===== config.mk =====
export PLATFORM = sky130hd
export DESIGN_NAME = serial_source_failover_selector_flat
export DESIGN_NICKNAME = d
export VERILOG_FILES = /design/src/rtl/ssfs_pkg.sv /design/src/rtl/ssfs_if.sv /design/src/rtl/serial_source_failover_selector.sv /design/src/flat_wrapper.sv
export SDC_FILE = /design/constraint.sdc
export NUM_CORES = 2
export LEC_CHECK = 0
export BUFFER_PORTS_ARGS = -buffer_cell sky130_fd_sc_hd__buf_2
export CELL_PAD_IN_SITES_DETAIL_PLACEMENT = 0
export CELL_PAD_IN_SITES_GLOBAL_PLACEMENT = 1
export CORE_MARGIN = 5
export CORE_UTILIZATION = 55
export CTS_BUF_LIST = sky130_fd_sc_hd__clkbuf_2 sky130_fd_sc_hd__clkbuf_4 sky130_fd_sc_hd__clkbuf_8
export CTS_CLUSTER_SIZE = 10
export DETAILED_ROUTE_END_ITERATION = 10
export GPL_TIMING_DRIVEN = 0
export PLACE_DENSITY_LB_ADDON = 0.3
export SLEW_MARGIN = 5
export SYNTH_ARGS = -nofsm -noshare
export SYNTH_HDL_FRONTEND = slang
export SYNTH_SLANG_ARGS = --single-unit

===== constraint.sdc =====
create_clock -name clk -period 13.3 [get_ports clk]
set_input_delay 1.33 -clock clk [delete_from_list [all_inputs] [get_ports clk]]
set_output_delay 1.33 -clock clk [all_outputs]
set_load 0.01 [all_outputs]

===== src/rtl/ssfs_pkg.sv =====
// Shared codes, register indexes, reset values and status type for the
// serial source failover selector. No dependencies.
package ssfs_pkg;

  // request opcodes
  localparam logic [1:0] OP_TICK   = 2'd0;
  localparam logic [1:0] OP_RX     = 2'd1;
  localparam logic [1:0] OP_DONE   = 2'd2;
  localparam logic [1:0] OP_SAMPLE = 2'd3;

  // selection modes
  localparam logic [1:0] MODE_AUTO = 2'd0;
  localparam logic [1:0] MODE_ONE  = 2'd1;
  localparam logic [1:0] MODE_TWO  = 2'd2;

  // configuration port
  localparam int CFG_IDX_W  = 3;
  localparam int CFG_DATA_W = 16;

  localparam logic [CFG_IDX_W-1:0] REG_TIMEOUT   = 3'd0;
  localparam logic [CFG_IDX_W-1:0] REG_FORCE_ONE = 3'd1;
  localparam logic [CFG_IDX_W-1:0] REG_AUTO_LOW  = 3'd2;
  localparam logic [CFG_IDX_W-1:0] REG_AUTO_HIGH = 3'd3;
  localparam logic [CFG_IDX_W-1:0] REG_FORCE_TWO = 3'd4;

  localparam logic [15:0] TIMEOUT_RST   = 16'd100;
  localparam logic [11:0] FORCE_ONE_RST = 12'd1000;
  localparam logic [11:0] AUTO_LOW_RST  = 12'd1500;
  localparam logic [11:0] AUTO_HIGH_RST = 12'd2600;
  localparam logic [11:0] FORCE_TWO_RST = 12'd3100;

  // result fields other than the sent byte
  typedef struct packed {
    logic       send_valid;
    logic       active_source;
    logic [1:0] select_mode;
    logic       byte_dropped;
    logic       first_alive;
    logic       second_alive;
    logic       sending;
  } status_t;

endpackage


===== src/rtl/ssfs_if.sv =====
// Request and result channel interfaces (valid/ready) for the serial
// source failover selector. No dependencies.
interface ssfs_in_if;
  logic        valid;
  logic        ready;
  logic [1:0]  opcode;
  logic        source_id;
  logic [7:0]  data_byte;
  logic [11:0] switch_sample;

  modport source (output valid, opcode, source_id, data_byte, switch_sample,
                  input ready);
  modport sink   (input valid, opcode, source_id, data_byte, switch_sample,
                  output ready);
endinterface

interface ssfs_out_if;
  logic       valid;
  logic       ready;
  logic       send_valid;
  logic [7:0] send_byte;
  logic       active_source;
  logic [1:0] select_mode;
  logic       byte_dropped;
  logic       first_alive;
  logic       second_alive;
  logic       sending;

  modport source (output valid, send_valid, send_byte, active_source, select_mode,
                  byte_dropped, first_alive, second_alive, sending,
                  input ready);
  modport sink   (input valid, send_valid, send_byte, active_source, select_mode,
                  byte_dropped, first_alive, second_alive, sending,
                  output ready);
endinterface


===== src/rtl/serial_source_failover_selector.sv =====
// Serial source failover selector: top level. Uses ssfs_pkg and ssfs_if.
// A request is taken through the state update and ring memory read, then the
// output register, before its result is presented.
// Throughput: one request per cycle unless out_ch back-pressures; the ring
// memory's single read and write ports serve one pop or one push per request.
// Reset (synchronous, rst_n low): mode auto, source one, ring empty,
// transmitter idle, clock and stamps zero, registers at defaults.
module serial_source_failover_selector #(
  parameter int RING_DEPTH = 256
) (
  input  logic                              clk,
  input  logic                              rst_n,
  ssfs_in_if.sink                           in_ch,
  ssfs_out_if.source                        out_ch,
  input  logic                              cfg_we,
  input  logic [ssfs_pkg::CFG_IDX_W-1:0]    cfg_index,
  input  logic [ssfs_pkg::CFG_DATA_W-1:0]   cfg_wdata
);

  localparam int AW = (RING_DEPTH > 1) ? $clog2(RING_DEPTH) : 1;
  localparam logic [AW-1:0] LAST_IDX = AW'(RING_DEPTH - 1);

  // configuration
  logic [15:0] timeout_r;
  logic [11:0] force_one_r, auto_low_r, auto_high_r, force_two_r;

  // control state
  logic [31:0]   now_r, now_nxt;
  logic [31:0]   heard_r [2];
  logic [31:0]   heard_nxt [2];
  logic [1:0]    mode_r, mode_nxt;
  logic          src_r, src_nxt;
  logic [AW-1:0] wr_idx_r, wr_idx_nxt, rd_idx_r, rd_idx_nxt;
  logic          busy_r, busy_nxt;

  // ring memory
  logic [7:0] ring_mem [RING_DEPTH];
  logic [7:0] rdata_r;

  // pipeline and output registers
  logic                p_valid_r, p_use_mem_r;
  logic [7:0]          p_byte_r;
  ssfs_pkg::status_t   p_stat_r, stat;
  logic                out_valid_r;
  logic [7:0]          out_byte_r;
  ssfs_pkg::status_t   out_stat_r;

  logic          o_load, in_ready, in_fire;
  logic          push, pop_mem, send_now, dropped;
  logic [AW-1:0] wr_inc, rd_inc;
  logic          alive0, alive1;

  assign o_load   = p_valid_r && (!out_valid_r || out_ch.ready);
  assign in_ready = !p_valid_r || o_load;
  assign in_fire  = in_ch.valid && in_ready;
  assign in_ch.ready = in_ready;

  assign wr_inc = (wr_idx_r == LAST_IDX) ? '0 : wr_idx_r + 1'b1;
  assign rd_inc = (rd_idx_r == LAST_IDX) ? '0 : rd_idx_r + 1'b1;

  always_comb begin
    now_nxt      = now_r;
    heard_nxt[0] = heard_r[0];
    heard_nxt[1] = heard_r[1];
    mode_nxt     = mode_r;
    wr_idx_nxt   = wr_idx_r;
    rd_idx_nxt   = rd_idx_r;
    busy_nxt     = busy_r;
    push         = 1'b0;
    pop_mem      = 1'b0;
    send_now     = 1'b0;
    dropped      = 1'b0;

    unique case (in_ch.opcode)
      ssfs_pkg::OP_TICK: begin
        now_nxt = now_r + 32'd1;
      end
      ssfs_pkg::OP_RX: begin
        heard_nxt[in_ch.source_id] = now_r;
        if (in_ch.source_id == src_r) begin
          if (wr_inc == rd_idx_r) begin
            dropped = 1'b1;
          end else begin
            push       = 1'b1;
            wr_idx_nxt = wr_inc;
            // idle transmitter means an empty ring: send the new byte directly
            if (!busy_r) begin
              busy_nxt   = 1'b1;
              send_now   = 1'b1;
              rd_idx_nxt = rd_inc;
            end
          end
        end
      end
      ssfs_pkg::OP_DONE: begin
        if (rd_idx_r == wr_idx_r) begin
          busy_nxt = 1'b0;
        end else begin
          pop_mem    = 1'b1;
          rd_idx_nxt = rd_inc;
        end
      end
      ssfs_pkg::OP_SAMPLE: begin
        priority if (in_ch.switch_sample <= force_one_r) begin
          mode_nxt = ssfs_pkg::MODE_ONE;
        end else if (in_ch.switch_sample >= auto_low_r &&
                     in_ch.switch_sample <= auto_high_r) begin
          mode_nxt = ssfs_pkg::MODE_AUTO;
        end else if (in_ch.switch_sample >= force_two_r) begin
          mode_nxt = ssfs_pkg::MODE_TWO;
        end else begin
          mode_nxt = mode_r;
        end
      end
      default: begin
        now_nxt = now_r;
      end
    endcase

    alive0 = (heard_nxt[0] != 32'd0) &&
             ((now_nxt - heard_nxt[0]) < {16'd0, timeout_r});
    alive1 = (heard_nxt[1] != 32'd0) &&
             ((now_nxt - heard_nxt[1]) < {16'd0, timeout_r});

    priority if (mode_nxt == ssfs_pkg::MODE_ONE) begin
      src_nxt = 1'b0;
    end else if (mode_nxt == ssfs_pkg::MODE_TWO) begin
      src_nxt = 1'b1;
    end else if (alive0) begin
      src_nxt = 1'b0;
    end else if (alive1) begin
      src_nxt = 1'b1;
    end else begin
      src_nxt = src_r;
    end

    stat.send_valid    = send_now || pop_mem;
    stat.active_source = src_nxt;
    stat.select_mode   = mode_nxt;
    stat.byte_dropped  = dropped;
    stat.first_alive   = alive0;
    stat.second_alive  = alive1;
    stat.sending       = busy_nxt;
  end

  // configuration writes; unknown indexes are ignored
  always_ff @(posedge clk) begin
    if (!rst_n) begin
      timeout_r   <= ssfs_pkg::TIMEOUT_RST;
      force_one_r <= ssfs_pkg::FORCE_ONE_RST;
      auto_low_r  <= ssfs_pkg::AUTO_LOW_RST;
      auto_high_r <= ssfs_pkg::AUTO_HIGH_RST;
      force_two_r <= ssfs_pkg::FORCE_TWO_RST;
    end else if (cfg_we) begin
      unique case (cfg_index)
        ssfs_pkg::REG_TIMEOUT:   timeout_r   <= cfg_wdata;
        ssfs_pkg::REG_FORCE_ONE: force_one_r <= cfg_wdata[11:0];
        ssfs_pkg::REG_AUTO_LOW:  auto_low_r  <= cfg_wdata[11:0];
        ssfs_pkg::REG_AUTO_HIGH: auto_high_r <= cfg_wdata[11:0];
        ssfs_pkg::REG_FORCE_TWO: force_two_r <= cfg_wdata[11:0];
        default: begin
        end
      endcase
    end
  end

  always_ff @(posedge clk) begin
    if (!rst_n) begin
      now_r      <= '0;
      heard_r[0] <= '0;
      heard_r[1] <= '0;
      mode_r     <= ssfs_pkg::MODE_AUTO;
      src_r      <= 1'b0;
      wr_idx_r   <= '0;
      rd_idx_r   <= '0;
      busy_r     <= 1'b0;
    end else if (in_fire) begin
      now_r      <= now_nxt;
      heard_r[0] <= heard_nxt[0];
      heard_r[1] <= heard_nxt[1];
      mode_r     <= mode_nxt;
      src_r      <= src_nxt;
      wr_idx_r   <= wr_idx_nxt;
      rd_idx_r   <= rd_idx_nxt;
      busy_r     <= busy_nxt;
    end
  end

  // ring memory: at most one write or one registered read per request
  always_ff @(posedge clk) begin
    if (in_fire && push) begin
      ring_mem[wr_idx_r] <= in_ch.data_byte;
    end
    if (in_fire && pop_mem) begin
      rdata_r <= ring_mem[rd_idx_r];
    end
  end

  always_ff @(posedge clk) begin
    if (!rst_n) begin
      p_valid_r <= 1'b0;
    end else if (in_fire) begin
      p_valid_r <= 1'b1;
    end else if (o_load) begin
      p_valid_r <= 1'b0;
    end
  end

  always_ff @(posedge clk) begin
    if (in_fire) begin
      p_stat_r    <= stat;
      p_use_mem_r <= pop_mem;
      p_byte_r    <= send_now ? in_ch.data_byte : 8'h00;
    end
  end

  always_ff @(posedge clk) begin
    if (!rst_n) begin
      out_valid_r <= 1'b0;
    end else if (o_load) begin
      out_valid_r <= 1'b1;
    end else if (out_ch.ready) begin
      out_valid_r <= 1'b0;
    end
  end

  always_ff @(posedge clk) begin
    if (o_load) begin
      out_stat_r <= p_stat_r;
      out_byte_r <= p_use_mem_r ? rdata_r : p_byte_r;
    end
  end

  assign out_ch.valid         = out_valid_r;
  assign out_ch.send_valid    = out_stat_r.send_valid;
  assign out_ch.send_byte     = out_byte_r;
  assign out_ch.active_source = out_stat_r.active_source;
  assign out_ch.select_mode   = out_stat_r.select_mode;
  assign out_ch.byte_dropped  = out_stat_r.byte_dropped;
  assign out_ch.first_alive   = out_stat_r.first_alive;
  assign out_ch.second_alive  = out_stat_r.second_alive;
  assign out_ch.sending       = out_stat_r.sending;

endmodule

===== src/flat_wrapper.sv =====
// flat-port wrapper written by rule: the top's interface ports become plain ports
module serial_source_failover_selector_flat 
#(
  parameter int RING_DEPTH = 256
)
  (clk, rst_n, cfg_we, cfg_index, cfg_wdata, in_ch_valid, in_ch_opcode, in_ch_source_id, in_ch_data_byte, in_ch_switch_sample, in_ch_ready, out_ch_valid, out_ch_send_valid, out_ch_send_byte, out_ch_active_source, out_ch_select_mode, out_ch_byte_dropped, out_ch_first_alive, out_ch_second_alive, out_ch_sending, out_ch_ready);
  ssfs_in_if in_ch_i ();
  ssfs_out_if out_ch_i ();
  input  logic clk;
  input  logic rst_n;
  input  logic cfg_we;
  input  logic [ssfs_pkg::CFG_IDX_W-1:0] cfg_index;
  input  logic [ssfs_pkg::CFG_DATA_W-1:0] cfg_wdata;
  input wire logic [$bits(in_ch_i.valid)-1:0] in_ch_valid;
  input wire logic [$bits(in_ch_i.opcode)-1:0] in_ch_opcode;
  input wire logic [$bits(in_ch_i.source_id)-1:0] in_ch_source_id;
  input wire logic [$bits(in_ch_i.data_byte)-1:0] in_ch_data_byte;
  input wire logic [$bits(in_ch_i.switch_sample)-1:0] in_ch_switch_sample;
  output wire logic [$bits(in_ch_i.ready)-1:0] in_ch_ready;
  output wire logic [$bits(out_ch_i.valid)-1:0] out_ch_valid;
  output wire logic [$bits(out_ch_i.send_valid)-1:0] out_ch_send_valid;
  output wire logic [$bits(out_ch_i.send_byte)-1:0] out_ch_send_byte;
  output wire logic [$bits(out_ch_i.active_source)-1:0] out_ch_active_source;
  output wire logic [$bits(out_ch_i.select_mode)-1:0] out_ch_select_mode;
  output wire logic [$bits(out_ch_i.byte_dropped)-1:0] out_ch_byte_dropped;
  output wire logic [$bits(out_ch_i.first_alive)-1:0] out_ch_first_alive;
  output wire logic [$bits(out_ch_i.second_alive)-1:0] out_ch_second_alive;
  output wire logic [$bits(out_ch_i.sending)-1:0] out_ch_sending;
  input wire logic [$bits(out_ch_i.ready)-1:0] out_ch_ready;
  assign in_ch_i.valid = in_ch_valid;
  assign in_ch_i.opcode = in_ch_opcode;
  assign in_ch_i.source_id = in_ch_source_id;
  assign in_ch_i.data_byte = in_ch_data_byte;
  assign in_ch_i.switch_sample = in_ch_switch_sample;
  assign in_ch_ready = in_ch_i.ready;
  assign out_ch_valid = out_ch_i.valid;
  assign out_ch_send_valid = out_ch_i.send_valid;
  assign out_ch_send_byte = out_ch_i.send_byte;
  assign out_ch_active_source = out_ch_i.active_source;
  assign out_ch_select_mode = out_ch_i.select_mode;
  assign out_ch_byte_dropped = out_ch_i.byte_dropped;
  assign out_ch_first_alive = out_ch_i.first_alive;
  assign out_ch_second_alive = out_ch_i.second_alive;
  assign out_ch_sending = out_ch_i.sending;
  assign out_ch_i.ready = out_ch_ready;
  serial_source_failover_selector #(.RING_DEPTH(RING_DEPTH)) u_core (.clk(clk), .rst_n(rst_n), .in_ch(in_ch_i), .out_ch(out_ch_i), .cfg_we(cfg_we), .cfg_index(cfg_index), .cfg_wdata(cfg_wdata));
endmodule

==> results by group <==
Run status
  – Status: finished clean

Final layout
  – Area grow syn2layout: 11.3%
  – Commonest non-fill, non-tap cells in the layout: edfxtp_1, mux4_2, nor2_1, clkbuf_8, nand2_1
  – Post-Layout Cell Count: 8252
  – Ratio of cells with drive above 1 in the final layout: around a quarter
  – Nets@finish: 5832
  – Post-route cell area: around 0.11 sq mm
  – Core Util, Final: slightly above 60%
  – Most common cell after layout, fill and taps aside: edfxtp_1
  – FF/Latch Area: 0.0670 sq mm
  – Fill count: 12400
  – Area of the multi-input gates: 0.0273 sq mm

Job
  – Max cap viols: 0

Floorplanning
  – Initial Util: 55.2%
  – Die H: about 430 microns
  – Core Rows: 153
  – Core area: ~0.17 sq mm
  – Total Die Area: 0.183 sq mm
  – IO Pins: 65
  – Die X: 428 microns

Critical path
  – CP max stage delay: 0.73 ns
  – CP Data Required Time: 14.16 ns
  – R2R cell count: 26
  – CP startpoint kind: primary input
  – CP max stage cell: buf_1
  – Worst-path maximum fanout: 10
  – Crit Path Class: primary input to flop
  – Critical path arrival: 10.35 ns
  – Worst Setup End Kind: flop

STA
  – Final hold vios: 0
  – Period utilization: 71.3%
  – Max-slew violations: 0
  – Hold_ws: a little over 0.4 ns
  – Rel. slew slack: ~5.2%
  – Setup TNS: 0 ns
  – Fmax: 0.105 GHz
  – Final worst slack: 3.82 ns
  – Final Setup Violations: 0
  – Unrepaired setup endpoints after global routing: no
  – Final min period: 9.48 ns
  – Clock skew after layout: 0.0545 ns
  – Slew @ Worst Pin: 1.42 ns

Logic synthesis
  – Avg Cell Area, Syn: approximately 18 sq um
  – Register area share after synthesis: 69.9%
  – Net count after synthesis: 5373
  – Share of flip-flops with an asynchronous set or reset: 0%
  – Post-synth cell types: 104
  – Synth Cell Area: 0.0959 sq mm
  – Cells after Synth: 5185
  – Ys flop type: edfxtp_1
  – Yosys warns: 0
  – #FFs+latches synth: 2271
  – Number of synthesized flops with an enable pin: between 2000 and 2500

Placement
  – Placed cells: 7592
  – Post-DP HPWL: ~170000 microns
  – Routability cong.: slightly above 0.9
  – Placement Setup Slack: slightly below 3 ns
  – Dpl cell area: around 0.1 sq mm
  – Port buffer count: 63

Route
  – Remaining antenna violation count after routing: 0
  – DR WL/cell: 30.8 microns
  – Router iterations before antenna repair: 8
  – DRT Wirelength: 254000 microns
  – Vias per Instance: 6.36
  – DRC viols: 0
  – 1st-iter DRT viols: 6392
  – DR vias: 52500

Clock network
  – Post-CTS resize count: 0
  – Clk slew on worst S/H paths: 0.06 ns
  – Clock buffer depth: 4
  – H-Tree Depth: 5
  – Clock sinks: between 2000 and 2500
  – CTS root buf: clkbuf_8
  – Post-CTS Setup Repair Bufs: 0
  – CTS buffer count: ~380
  – Hold_buf cts: 0
  – Clk Latency, worst-skew pair: ~1.1 ns
  – CTS tree: yes

Global route
  – First-pass GRT wire length: 365000 microns
  – Pin count of the biggest net entering global routing: 142
  – GRT Overall Usage: 27.9%
  – Vias in the first global route: ~52000
  – Total grt overflow: 0
  – Initial antenna violation count: 16

Power and ir drop
  – Overall power: 14.7 mW
  – Maximum VDD drop: 0.116 mV
  – Leakage: roughly 34 nW
  – Pwr/cell area: 138 mW/mm^2

Worst hold path
  – Hold crit path type: flop to flop
  – Worst Hold Depth: 0
-- power breakdown --
group          switching, mW  internal [mW]
logic                  0.598          0.401
clock network           2.72           3.09
registers             0.0163           7.85
total                   3.33           11.3
-- cell usage after synthesis (all sizes together) (6+ instances only) --
cell | n | area [sq um]
nand2 | 276 | 1040
mux4 | 680 | 15300
o311ai | 6 | 70.1
nand3b | 10 | 75.1
nand3 | 46 | 240
a21boi | 60 | 450
dfxtp | 118 | 2360
o31ai | 8 | 60.1
and4 | 12 | 105
inv | 94 | 353
a21oi | 88 | 463
or4 | 9 | 67.6
nand2b | 14 | 95.1
nor3 | 45 | 246
edfxtp | 2153 | 64700
buf | 109 | 495
maj3 | 9 | 93.8
o21bai | 7 | 52.6
xor2 | 56 | 490
nand4 | 41 | 299
nor2b | 28 | 175
or2 | 13 | 81.3
mux2 | 14 | 158
a2111oi | 7 | 86.3
a31oi | 13 | 81.3
o221ai | 6 | 52.6
clkbuf | 194 | 729
xnor2 | 93 | 837
nor4 | 27 | 203
o21ai | 59 | 299
a21o | 48 | 360
nor2 | 392 | 1490
and3 | 20 | 125
a211oi | 13 | 97.6
a211o | 8 | 70.1
mux2i | 65 | 663
o211ai | 34 | 260
o21a | 16 | 120
and2 | 50 | 313
ha | 139 | 1740
o2111ai | 7 | 61.3
a41oi | 8 | 70.1
or3 | 18 | 118
-- cells by family (layout without fill, tap and decap cells) --
logic type	Yosys count	in the layout	synth area share [%]
flip-flops	2271	2271	69.9
AND/OR/NAND/NOR	1016	1016	5.02
multiplexers	759	759	16.8
AO/OA/AOI/OAI	443	443	3.29
buffers and inverters	397	1128	1.65
adder cells (fa/ha/maj)	150	150	1.95
XOR/XNOR	149	149	1.38
other	0	11	0
-- layer usage --
metal	up-vias	track usage [%]	share of wire, %
met5	-	0	0.0091
met4	4	10.3	3.9
met3	500	6.45	9.8
met2	2909	44.8	48
met1	27100	38.1	38
li1	22000	-	-
-- registers in the layout, summed over array words and instances, names as in the netlist, 12 cells and up --
register	flops
u_core.auto_low_r	12
u_core.force_one_r	12
u_core.ring_mem	2048
u_core.auto_high_r	12
u_core.heard_r	64
u_core.timeout_r	16
u_core.now_r	32
u_core.force_two_r	12
-- worst max-delay path: cells and delay by family --
family          cells  cell delay, ns
compound gates     17            4.68
buf+inv             7            1.98
fa+ha+maj           3            0.91
simple gates        4            0.86
mux                 1            0.40
xor+xnor            1            0.15
-- path summary, 6_finish.rpt --
| kind | start | slack (ns) | endpoint |
|---|---|---|---|
| worst max-delay path | in_ch_opcode[1] | 3.82 | u_core.p_stat_r[6] |
| worst min-delay path | u_core.p_stat_r[7] | 0.41 | u_core.out_ch.send_valid |
| worst max register to register | u_core.now_r[0] | 5.73 | u_core.p_stat_r[6] |
| worst min register to register | u_core.p_stat_r[7] | 0.41 | u_core.out_ch.send_valid |
-- area by class of cell --
class / instances / area share [%]
Inverter: 94 / 0.331
Timing Repair Buffer: 82 / 0.785
Sequential cell: 2271 / 62.8
Multi-Input combinational cell: 2517 / 25.6
Antenna cell: 11 / 0.0258
Clock inverter: 142 / 0.658
Tap cell: 2325 / 2.73
Buffer: 303 / 1.17
Clock buffer: 507 / 5.86
Note: power is estimated with default switching activity, not from simulation.
